### config.mk
export PLATFORM = sky130hd
export DESIGN_NAME = gba_word_scan
export DESIGN_NICKNAME = d
export VERILOG_FILES = /design/src/sv/grouped_bitmap_allocator_macros.svh /design/src/sv/gba_pkg.sv /design/src/sv/gba_word_scan.sv
export SDC_FILE = /design/constraint.sdc
export NUM_CORES = 1
export LEC_CHECK = 0
export BUFFER_PORTS_ARGS = -buffer_cell sky130_fd_sc_hd__buf_4
export CAP_MARGIN = 25
export CORE_ASPECT_RATIO = 1.5
export CORE_MARGIN = 5
export CORE_UTILIZATION = 55
export DETAILED_ROUTE_END_ITERATION = 8
export PLACE_DENSITY = 0.85
export SLEW_MARGIN = 25
export SYNTH_ARGS = -nofsm -noshare
export SYNTH_HDL_FRONTEND = slang
export SYNTH_SLANG_ARGS = --single-unit
### constraint.sdc
create_clock -name vclk -period 3.1
set_input_delay 0.31 -clock vclk [all_inputs]
set_output_delay 0.31 -clock vclk [all_outputs]
set_load 0.05 [all_outputs]
### src/sv/grouped_bitmap_allocator_macros.svh
// Assertion macros for the grouped bitmap allocator.
// Used by modules that carry concurrent checks; expects clk and rst_n in scope.
`ifndef GROUPED_BITMAP_ALLOCATOR_MACROS_SVH
`define GROUPED_BITMAP_ALLOCATOR_MACROS_SVH

// The consequent must hold in the same cycle as the antecedent.
`define GBA_ASSERT_SAME(lbl, ante, cons, msg) \
    lbl: assert property (@(posedge clk) disable iff (!rst_n) (ante) |-> (cons)) \
        else $error(msg);

// The consequent must hold in the cycle after the antecedent.
`define GBA_ASSERT_NEXT(lbl, ante, cons, msg) \
    lbl: assert property (@(posedge clk) disable iff (!rst_n) (ante) |=> (cons)) \
        else $error(msg);

`endif

### src/sv/gba_pkg.sv
// Shared constants and types for the grouped bitmap allocator.
// No dependencies; imported by gba_word_scan and the top level.
package gba_pkg;

    localparam int MAX_GROUPS_DEF     = 16;
    localparam int MAX_BPG_DEF        = 8192;
    localparam int WORD_BITS_DEF      = 32;

    localparam int OPCODE_W           = 1;
    localparam int PREF_W             = 5;
    localparam int IDX_W              = 17;
    localparam int STATUS_W           = 2;
    localparam int FREE_W             = 18;
    localparam int GC_W               = 5;
    localparam int BPG_REG_W          = 14;
    localparam int CFG_ADDR_W         = 1;
    localparam int CFG_DATA_W         = 14;
    localparam int S_DATA_W           = 24;
    localparam int M_DATA_W           = 40;

    localparam logic [CFG_ADDR_W-1:0] CFG_GROUP_COUNT    = 1'b0;
    localparam logic [CFG_ADDR_W-1:0] CFG_BITS_PER_GROUP = 1'b1;

    localparam logic OP_ALLOC = 1'b0;
    localparam logic OP_FREE  = 1'b1;

    localparam logic [STATUS_W-1:0] STAT_OK           = 2'd0;
    localparam logic [STATUS_W-1:0] STAT_NO_SPACE     = 2'd1;
    localparam logic [STATUS_W-1:0] STAT_ALREADY_FREE = 2'd2;
    localparam logic [STATUS_W-1:0] STAT_OUT_OF_RANGE = 2'd3;

    localparam logic [GC_W-1:0]      GROUP_COUNT_RST = 5'd16;
    localparam logic [BPG_REG_W-1:0] BPG_RST         = 14'd8192;

    // Result of examining one bitmap word against the current group window.
    typedef struct packed {
        logic found;
        logic at_end;
    } scan_flags_t;

endpackage

### src/sv/gba_word_scan.sv
// Finds the lowest clear bitmap bit of one word that lies inside a group window.
// Depends on gba_pkg for the flag struct.
module gba_word_scan
    import gba_pkg::*;
#(
    parameter int WORD_BITS = 32,
    parameter int ADDR_W    = 12,
    parameter int CW        = 18
) (
    input  logic [WORD_BITS-1:0]         word,
    input  logic [ADDR_W-1:0]            addr,
    input  logic [CW-1:0]                lo,
    input  logic [CW-1:0]                hi,
    output scan_flags_t                  flags,
    output logic [$clog2(WORD_BITS)-1:0] bit_sel
);

    localparam int BIT_W = $clog2(WORD_BITS);

    logic [WORD_BITS-1:0] avail;
    logic [CW-1:0]        word_end;

    always_comb
    begin
        for (int i = 0; i < WORD_BITS; i++)
        begin
            avail[i] = !word[i] && (CW'({addr, BIT_W'(i)}) >= lo)
                                && (CW'({addr, BIT_W'(i)}) < hi);
        end
    end

    always_comb
    begin
        bit_sel = '0;
        for (int i = WORD_BITS - 1; i >= 0; i--)
        begin
            if (avail[i])
            begin
                bit_sel = BIT_W'(i);
            end
        end
    end

    assign word_end     = CW'({addr, {BIT_W{1'b0}}}) + CW'(WORD_BITS);
    assign flags.found  = |avail;
    assign flags.at_end = (word_end >= hi);

endmodule

==> results.txt, run 1 <==
The run stopped with a tool error. The run ended at 4_1_cts. The tool reported: "[ERROR DPL-0038] Utilization greater than 100%, impossible to legalize". The mean cell area of the mapped netlist came out at a little under 7 um2. The starting density of the core came out at 0.5608. The number of distinct standard cells referenced by the synthesized netlist came out at 77. The count of buffers from port buffering came out at 87.

The number of placed I/O pins came out at 87. When the netlist entered floorplanning its net count stood at ~550. The total of hold buffers inserted after clock tree synthesis came out at 0. The height of the die came out at roughly 99 um. After legalization and detailed placement, the total HPWL measured between 10000 and 15000 um.

The largest area contributor in the synthesized netlist is ha_1. The post-cts repair resize count came out at between 150 and 200. The pre-CTS worst setup slack came out at -0.4522 ns. For this run, the register share of the synthesized area comes to 0.

Synthesis produced a netlist whose cell count is ~430. The area share of the largest cell type after synthesis is 0.1741. During synthesis, Yosys emitted a total of 0 warnings. The weighted congestion reported at the end of routability-driven placement is roughly 1.1. In this run the core area contains 32 standard-cell rows. The die width is 69.02 um. The synthesized cell area is between 2000 and 3000 um2. Counting tap cells, the placed design contains a total of approximately 670 instances. The post-CTS setup buffer count is 21.

Yosys attributes the largest share of cell area to ha_1 17%, a21oi_1 5.6%, inv_1 4.3%.
cells in the mapped netlist (all sizes together) (6+ instances only):
library cell and instances:
ha 40, nor2b 10, o21ai 28, a211oi 14, nor2 32, nand4 7, nand3 17, a31oi 16
o21a 10, and2 8, inv 33, nand2 28, clkbuf 9, a21oi 32, nor4 9, xnor2 8
and3 6, nor3 19
stage by stage:
step,hold WS (ns),cell area [um2],TNS (ns)
detailed placement,1.155,4407,-2.417
global placement,1.135,4407,-1.879
floorplan,0.9938,2907,-0.1605
logic make-up after synthesis:
kind of cell | Yosys count | share of synthesized area
AOI/OAI and AO/OA | 160 | 0.3910
and+or+nand+nor | 169 | 0.3426
xor gates and xnor gates | 10 | 0.03048
adders and majority gates | 40 | 0.1741
buffers and inverters | 46 | 0.06182
==> inputs of run 2 (changes only) <==
Settings changed: CORE_ASPECT_RATIO 1.5 to not set, CORE_UTILIZATION 55 to 40, PLACE_DENSITY 0.85 to not set, PLACE_DENSITY_LB_ADDON set to 0.15.
==> run 2 against run 1 <==
Effect of this change:
- synthesized cell count stayed put
- the flow now finishes, with violations (setup timing)
- synthesized area stayed put
==> results.txt, run 2 <==
The adder-cell share of the synthesized area is 0.1741 (unchanged). Clock buffers in the final layout number 0. The combinational fraction of design power is 1.000. The post-synth net total came out at 545 (unchanged). For the worst setup path, the data required time is approximately 2.8 ns.

The final-layout fill cell count is ~420. The via count came out at roughly 5k. The met1 track demand over resource is 0.4056. The post-synthesis share of cell area spent on xor and xnor gates came out at 0.03047 (unchanged). In the layout the commonest cells are 210 x buf_4, 29 x buf_6, 25 x nand2_1, 25 x a21oi_1.

The final design utilization is 0.8480. The final reports fail on setup timing. The mean cell area of the mapped netlist came out at 6.762 um2 (unchanged).

For the pin with the worst max-slew slack, the measured transition is between 0.6 and 0.7 ns. The count of yosys warnings during synthesis was 0 (unchanged). The synthesized cell area was 2874 um2 (unchanged). The final number of hold-violating endpoints came out at 0. By area the synthesized netlist is led by ha_1 17%, a21oi_1 5.6%, inv_1 4.3%. The total global routing overflow is 0. Setup repair after global routing could not meet its margin everywhere.

The die covers approximately 9000 um2. The switching share of power came out at 0.5254. The post-route fraction of the period consumed by the critical path came out at 1.123. The worst setup path is captured at an output port. The post-DP HPWL is 10910 um (-7.0%).

The synthesized instance count was 425 (unchanged). The number of distinct standard cells referenced by the synthesized netlist was 77 (unchanged). The classification of the worst-slack hold path is in -> out. The internal portion of total power is ~0.6 mW. Data on the critical path arrives at its endpoint at roughly 3.2 ns. The portion of total power attributed to the clock network is 0. The number of global-route vias before repair was approximately 4.6k. The library cell used most frequently in the layout, excluding fill and tap cells, is buf_4. By area, the combinational part of the netlist is dominated by compound AO/OA/AOI/OAI gates.

Once layout is done, the placed cells without fillers occupy slightly above 6000 um2. In this run the most used layer during global routing was met2. The minimum setup slack in the final design came out at -0.3818 ns.

By count the netlist is led by 40 x ha_1, 33 x inv_1, 32 x a21oi_1, 30 x nor2_1, 28 x nand2_1. The pin count of the biggest net entering global routing came out at 15. The total placed cells including tap cells was 729 (+8.2%). Power spread over the standard cell area amounts to between 200 and 250 nW/um2. The sequential cell fraction of total power came out at 0. The register area is 0 um2. The multiplexer area fraction after synthesis came out at 0 (unchanged).

The total of hold buffers inserted after clock tree synthesis came out at 0 (unchanged). The simple-gate portion of the synthesized area came out at 0.3426 (unchanged). The detailed-route DRC error count came out at 0.

The highest fanout seen on the critical path is 5. IR analysis of the VDD net gives a maximum drop of 0.09922 mV. The post-synthesis compound-gate area fraction was 0.3909 (unchanged). The time the worst path needs with I/O delays and setup came out at between 3 and 4 ns. The flow ran to the end, but the final reports show violations. The max-cap check violation count came out at 0. The weighted congestion reported at the end of routability-driven placement is 0.9853 (-7.0%). The die width is 94.77 um (+37%). The layout cell share with drive strength beyond 1 came out at 0.5994. The number of cells in the finished layout apart from fillers came out at approximately 760. The initial antenna violation count came out at 0. The number of placed I/O pins came out at 87 (unchanged). ha_1 is the most common cell in the netlist. The final total negative setup slack is -1.957 ns. The area of the core is just over 7000 um2. The number of pins exceeding their max-slew limit in the final report came to 0.

The final layout contains routed wiring with a total length of between 15000 and 20000 um. The routed length per instance is between 20 and 25 um. The achievable clock frequency is between 0.2 and 0.3 GHz. The number of sequential storage elements came out at 0. The met2 track utilization from global routing came out at 0.5643.

The average via count per standard cell is roughly 6.7. The global-route met3 utilization is 0.04940. The height of the die is 94.77 um (-3.8%). By startpoint and endpoint, the worst setup path is classified as in -> out.

The worst slew slack as a fraction of its limit is 0.5863. The DRC violation total after the first TritonRoute iteration is ~640. The all-layer global routing usage is 0.3238. The power spent charging and discharging nets is about 0.66 mW.

The area share of the largest cell type after synthesis is 0.1741 (unchanged). The count of buffers from port buffering came out at 87 (unchanged). The count of antenna-violating nets left after detailed routing is 0. The final count of negative-setup-slack endpoints came out at 6. The area growth from synthesis to layout is 110.6%. The row count came to 31 (-3.1%). Summed over all instances, the cell type with the most area after synthesis is ha_1. The number of iterations in the first detailed-routing pass came out at 7. STA classifies the critical path startpoint as an input pin.

The part of the Yosys area used for sequential elements is 0 (unchanged). The final layout contains about 800 nets. The starting density of the core came out at 0.4027 (-0.1581). The global-route wire length before repair is 23050 um. The repair_antennas step left the layout with diodes totalling 0. The placed instance area is 4638 um2 (+5.3%).

In this run the static leakage power is around 2.7 nW.
==> run 2: cell counts after synthesis <==
Identical to the previous run, type by type.
==> run 2: power by group through the flow <==
| stage | Clock [mW] | Sequential (mW) | Combinational, mW |
|---|---|---|---|
| 2_1_floorplan | 0 | 0 | 0.479 |
| 6_report | 0 | 0 | 1.26 |
| 5_1_grt | 0 | 0 | 1.32 |
| 3_5_place_dp | 0 | 0 | 0.875 |
| 4_1_cts | 0 | 0 | 1.07 |
| 3_3_place_gp | 0 | 0 | 0.862 |
==> run 2: area by class of cell <==
type | instances | area, um2 | area share
Tap cell | 99 | 123.9 | 0.02047
Timing Repair Buffer | 252 | 2113 | 0.3492
Multi-Input combinational cell | 379 | 3664 | 0.6053
Inverter | 33 | 151.4 | 0.02502
==> run 2: timing repair <==
action                                 4_1_cts  5_1_grt
endpoints found under the hold margin        0        0
gates cloned                                 0        0
resized for setup                          149       69
setup endpoints to repair                    6        7
pin swaps                                   54       34
buffers inserted                            21       16
==> run 2: final timing paths <==
check / from / to / slack [ns] / depth (start not counted)
setup / recovery: lo[15] / bit_sel[0] / -0.38 / 14
hold / removal: word[7] / bit_sel[2] / 1.14 / 5
==> run 2: cells by family after synthesis <==
group | count (synthesis)
fa+ha+maj | 40
buf+inv | 46
simple gates | 169
compound gates | 160
xor+xnor | 10
==> run 2: critical path, cell delays in order <==
cell and delay (ns):
buf_4 0.11, inv_2 0.06, ha_4 0.22, a211oi_4 0.30
o32ai_4 0.18, nor2_2 0.26, buf_4 0.18, nand2_1 0.17
o21ai_0 0.42, a2bb2oi_2 0.21, o311ai_4 0.17, a211oi_4 0.35
nor2_4 0.05, buf_6 0.16
==> run 2: stage by stage <==
stage | worst slack (ns) | hold WS (ns) | total power, mW
3_5_place_dp | -0.5233 | 1.161 | 0.8753
5_1_grt | -0.4044 | 1.177 | 1.318
6_report | -0.3818 | 1.144 | 1.264
4_1_cts | -0.1366 | 1.142 | 1.070
2_1_floorplan | -0.1605 | 0.9938 | 0.4793
3_3_place_gp | -0.5169 | 1.139 | 0.8622
==> run 2: layer usage <==
layer / share of wire / up-vias
met4: 0.073 / 0
met2: 0.46 / 474
met3: 0.11 / 153
li1: - / 2137
met1: 0.35 / 2368
met5: 0 / -
No activity file was read; power rests on OpenSTA's default activity.
==> inputs of run 3 (changes only) <==
Settings changed: ABC_AREA set to 1.
==> run 3 against run 2 <==
Effect of this change:
- the run still ends with setup timing left
- power fell by 22%
- synthesized cell count rose by 23%
- sequential cell count did not move
- die area fell by 1.4%
- count of clock-buffer cells in the layout did not move
- via count fell by 18%
- synthesized area fell by 1.6%
- first-iteration DRC count fell by 60%
- worst hold slack got worse by 0.069 ns
- sequential share of layout area did not move
- worst setup slack got worse by 0.20 ns
- final cell count rose by 8.5%
==> results.txt, run 3 <==
The flow ran to the end, but the final reports show violations. The final reports fail on setup timing. The post-DP HPWL is 8631 um (-21%). Setup repair after global routing could not meet its margin everywhere. The total of hold buffers inserted after clock tree synthesis is 0 (unchanged). The average via count per standard cell was 5.056 (-25%). The area share of the largest cell type after synthesis is 0.1805 (+0.006391). The most common cell in the synthesized netlist is nand2_1. The startpoint of the most critical hold path is word[3].

The number of pins exceeding their max-slew limit in the final report was 0 (unchanged). Ranked by total cell area, the synthesized netlist is headed by nand2_1 18%, ha_1 18%, inv_1 15%. The actual transition at the worst max-transition pin was 0.4418 ns (-0.1765 ns).

STA classifies the critical path endpoint as an output port. The routed length per instance came out at 13.84 um (-40%). The most common cell after layout, fill and taps aside is buf_4.

The number of iterations in the first detailed-routing pass came out at 5 (-2). Summed over all instances, the cell type with the most area after synthesis is nand2_1. The largest incremental delay on the critical path was 0.26 ns (-0.16 ns).

The met2 track utilization from global routing is 0.4713 (-0.09298). The critical path data arrival time is 3.37 ns (+0.20 ns). The number of distinct standard cells referenced by the synthesized netlist is 40 (-48%). The starting density of the core came out at 0.4139 (+0.01122).

The area of the core came to 6832 um2 (-4.3%). The largest individual stage delay along the critical path comes from the cell a21oi_4. The via count came to 4186 (-18%). The total global routing overflow is 0 (unchanged). The post-synth net total is 641 (+18%). The initial antenna violation count is 0 (unchanged).

The end point of the most critical hold path is bit_sel[1]. The height of the die came out at 94.08 um (-0.72%). The count of antenna-violating nets left after detailed routing was 0 (unchanged). The synthesized instance count came to 521 (+23%). The global-route met3 utilization came out at 0.03205 (-0.01735). The number of sequential storage elements was 0 (unchanged).

The number of global-route vias before repair is 4243 (-8.0%). The DRC violation total after the first TritonRoute iteration is 256 (-60%). The weighted congestion reported at the end of routability-driven placement is 0.9172 (-6.9%).

The power density over the cells came out at 192.7 nW/um2 (-7.8%). The detailed-route DRC error count is 0 (unchanged). The die width came out at 94.08 um (-0.72%). Sorting the synthesized cells by how often they occur yields 136 x nand2_1, 110 x inv_1, 56 x nor2_1, 40 x ha_1, 35 x a21oi_1.

The worst setup path is launched from an input pin. The met1 track demand over resource came out at 0.2973 (-0.1082). The final total negative setup slack came out at -2.866 ns (-0.9091 ns). The time the worst path needs with I/O delays and setup was 3.685 ns (+0.2028 ns). The number of placed I/O pins came out at 87 (unchanged). The pre-CTS worst setup slack came out at -0.5749 ns (-0.05157 ns). By startpoint and endpoint, the worst setup path is classified as in -> out. The post-route fraction of the period consumed by the critical path came to 1.189 (+0.06541). The diode insertion count for antenna repair is 0 (unchanged). The hold path depth is 5 (unchanged). Compared with the post-synthesis result, the final layout area differs by 81.59%. After global routing, the most crowded layer is met2. The count of buffers from port buffering came to 87 (unchanged). The largest delay contributor family on the critical path is buffers and inverters. The total wire length after detailed routing came out at 11460 um (-35%). The max-cap check violation count came out at 0 (unchanged).

The row count came out at 30 (-3.2%). The minimum setup slack in the final design came out at -0.5846 ns (-0.2028 ns). The final number of hold-violating endpoints is 0 (unchanged). The maximum resistive drop on vdd is 0.2550 mV (+160%). The final layout net count is 854 (+8.7%). The count of yosys warnings during synthesis came out at 0 (unchanged). The mean cell area of the mapped netlist came out at 5.427 um2 (-20%).

The worst hold path belongs to the class in -> out. The synthesized cell area came to 2828 um2 (-1.6%). The worst slew slack as a fraction of its limit was 0.7016 (+0.1153). The layout cell share with drive strength beyond 1 came out at 0.4809 (-0.1185). The global-route wire length before repair came to 18370 um (-20%). The part of the Yosys area used for sequential elements came to 0 (unchanged).

The highest fanout seen on the critical path is 7 (+2). The final-layout fill cell count was 545 (+31%). The pin count of the biggest net entering global routing is 9 (-6). The number of clock buffer instances in the layout came out at 0 (unchanged). In the layout the commonest cells are 186 x buf_4, 121 x nand2_1, 92 x inv_1. The all-layer global routing usage was 0.2484 (-0.07535). The achievable clock frequency is 0.2714 GHz (-5.5%).

The total leakage power was 2.779 nW (+4.9%). The register area came to 0 um2 (unchanged). Counting stages on the worst path, the most repeated cell is buf_6. The sum of buffers and inverters on the critical path is 13 (+9).

In this run the worst setup path begins at lo[11]. The die area came out at 8851 um2 (-1.4%). The worst endpoint required time came out at 2.79 ns (about the same). The final count of negative-setup-slack endpoints is 6 (unchanged).
run 3: changes by cell type after synthesis, moves of 10 or more:
cell	change
nand2_1	+108
inv_1	+77
o21a_1	-10
a31oi_1	-14
nand2_2	+10
inv_2	+12
nor2b_1	-10
o21ai_0	-10
nor2_1	+26
run 3: where the power goes:
part / switching [mW] / internal (mW) / total [mW]
Sequential: 0 / 0 / 0
Combinational: 0.533 / 0.457 / 0.989
Clock: 0 / 0 / 0
Total: 0.533 / 0.457 / 0.989
run 3: cell type report:
class	instances	area, um2	share of cell area
inverters	124	480.5	0.09357
multi-input cells	397	2840	0.5531
well taps	96	120.1	0.02339
repair buffers	211	1694	0.3299
run 3: through the flow:
step	util	area [um2]	hold WS, ns	total power, mW	cells
2_1_floorplan	-	2846	0.8876	0.4592	521
3_3_place_gp	0.6419	4385	1.146	0.7802	806
3_5_place_dp	0.6419	4385	1.150	0.7945	806
4_1_cts	0.7220	4932	1.121	0.9214	818
5_1_grt	0.7516	5135	1.111	1.077	828
6_report	0.7516	5135	1.076	0.9893	828
run 3: cell families (layout without fill, tap and decap cells):
logic type | count (synthesis) | count (layout) | share of synthesized area
buffers and inverters | 124 | 335 | 0.1659
adders and majority gates | 40 | 40 | 0.1770
xor gates and xnor gates | 9 | 9 | 0.02788
and+or+nand+nor | 273 | 273 | 0.4535
AOI/OAI and AO/OA | 75 | 75 | 0.1757
run 3: metal layers:
metal,vias to the layer above,share of wire
li1,2104,-
met1,1886,0.41
met2,172,0.51
met3,24,0.065
met4,0,0.015
met5,-,0
run 3: worst max path at each step:
stage | endpoint | slack [ns] | cells past startpoint
after floorplan | bit_sel[0] | -0.18 | 33
after global placement | bit_sel[0] | -0.53 | 32
after detailed placement | bit_sel[0] | -0.57 | 41
after CTS | bit_sel[0] | -0.46 | 37
after global routing | bit_sel[0] | -0.90 | 40
final | bit_sel[4] | -0.58 | 27
run 3: what timing repair did:
action,in CTS,in global routing
pin swaps,31,36
setup buffers,12,10
gates resized for setup,100,42
endpoints found under the setup margin,6,7
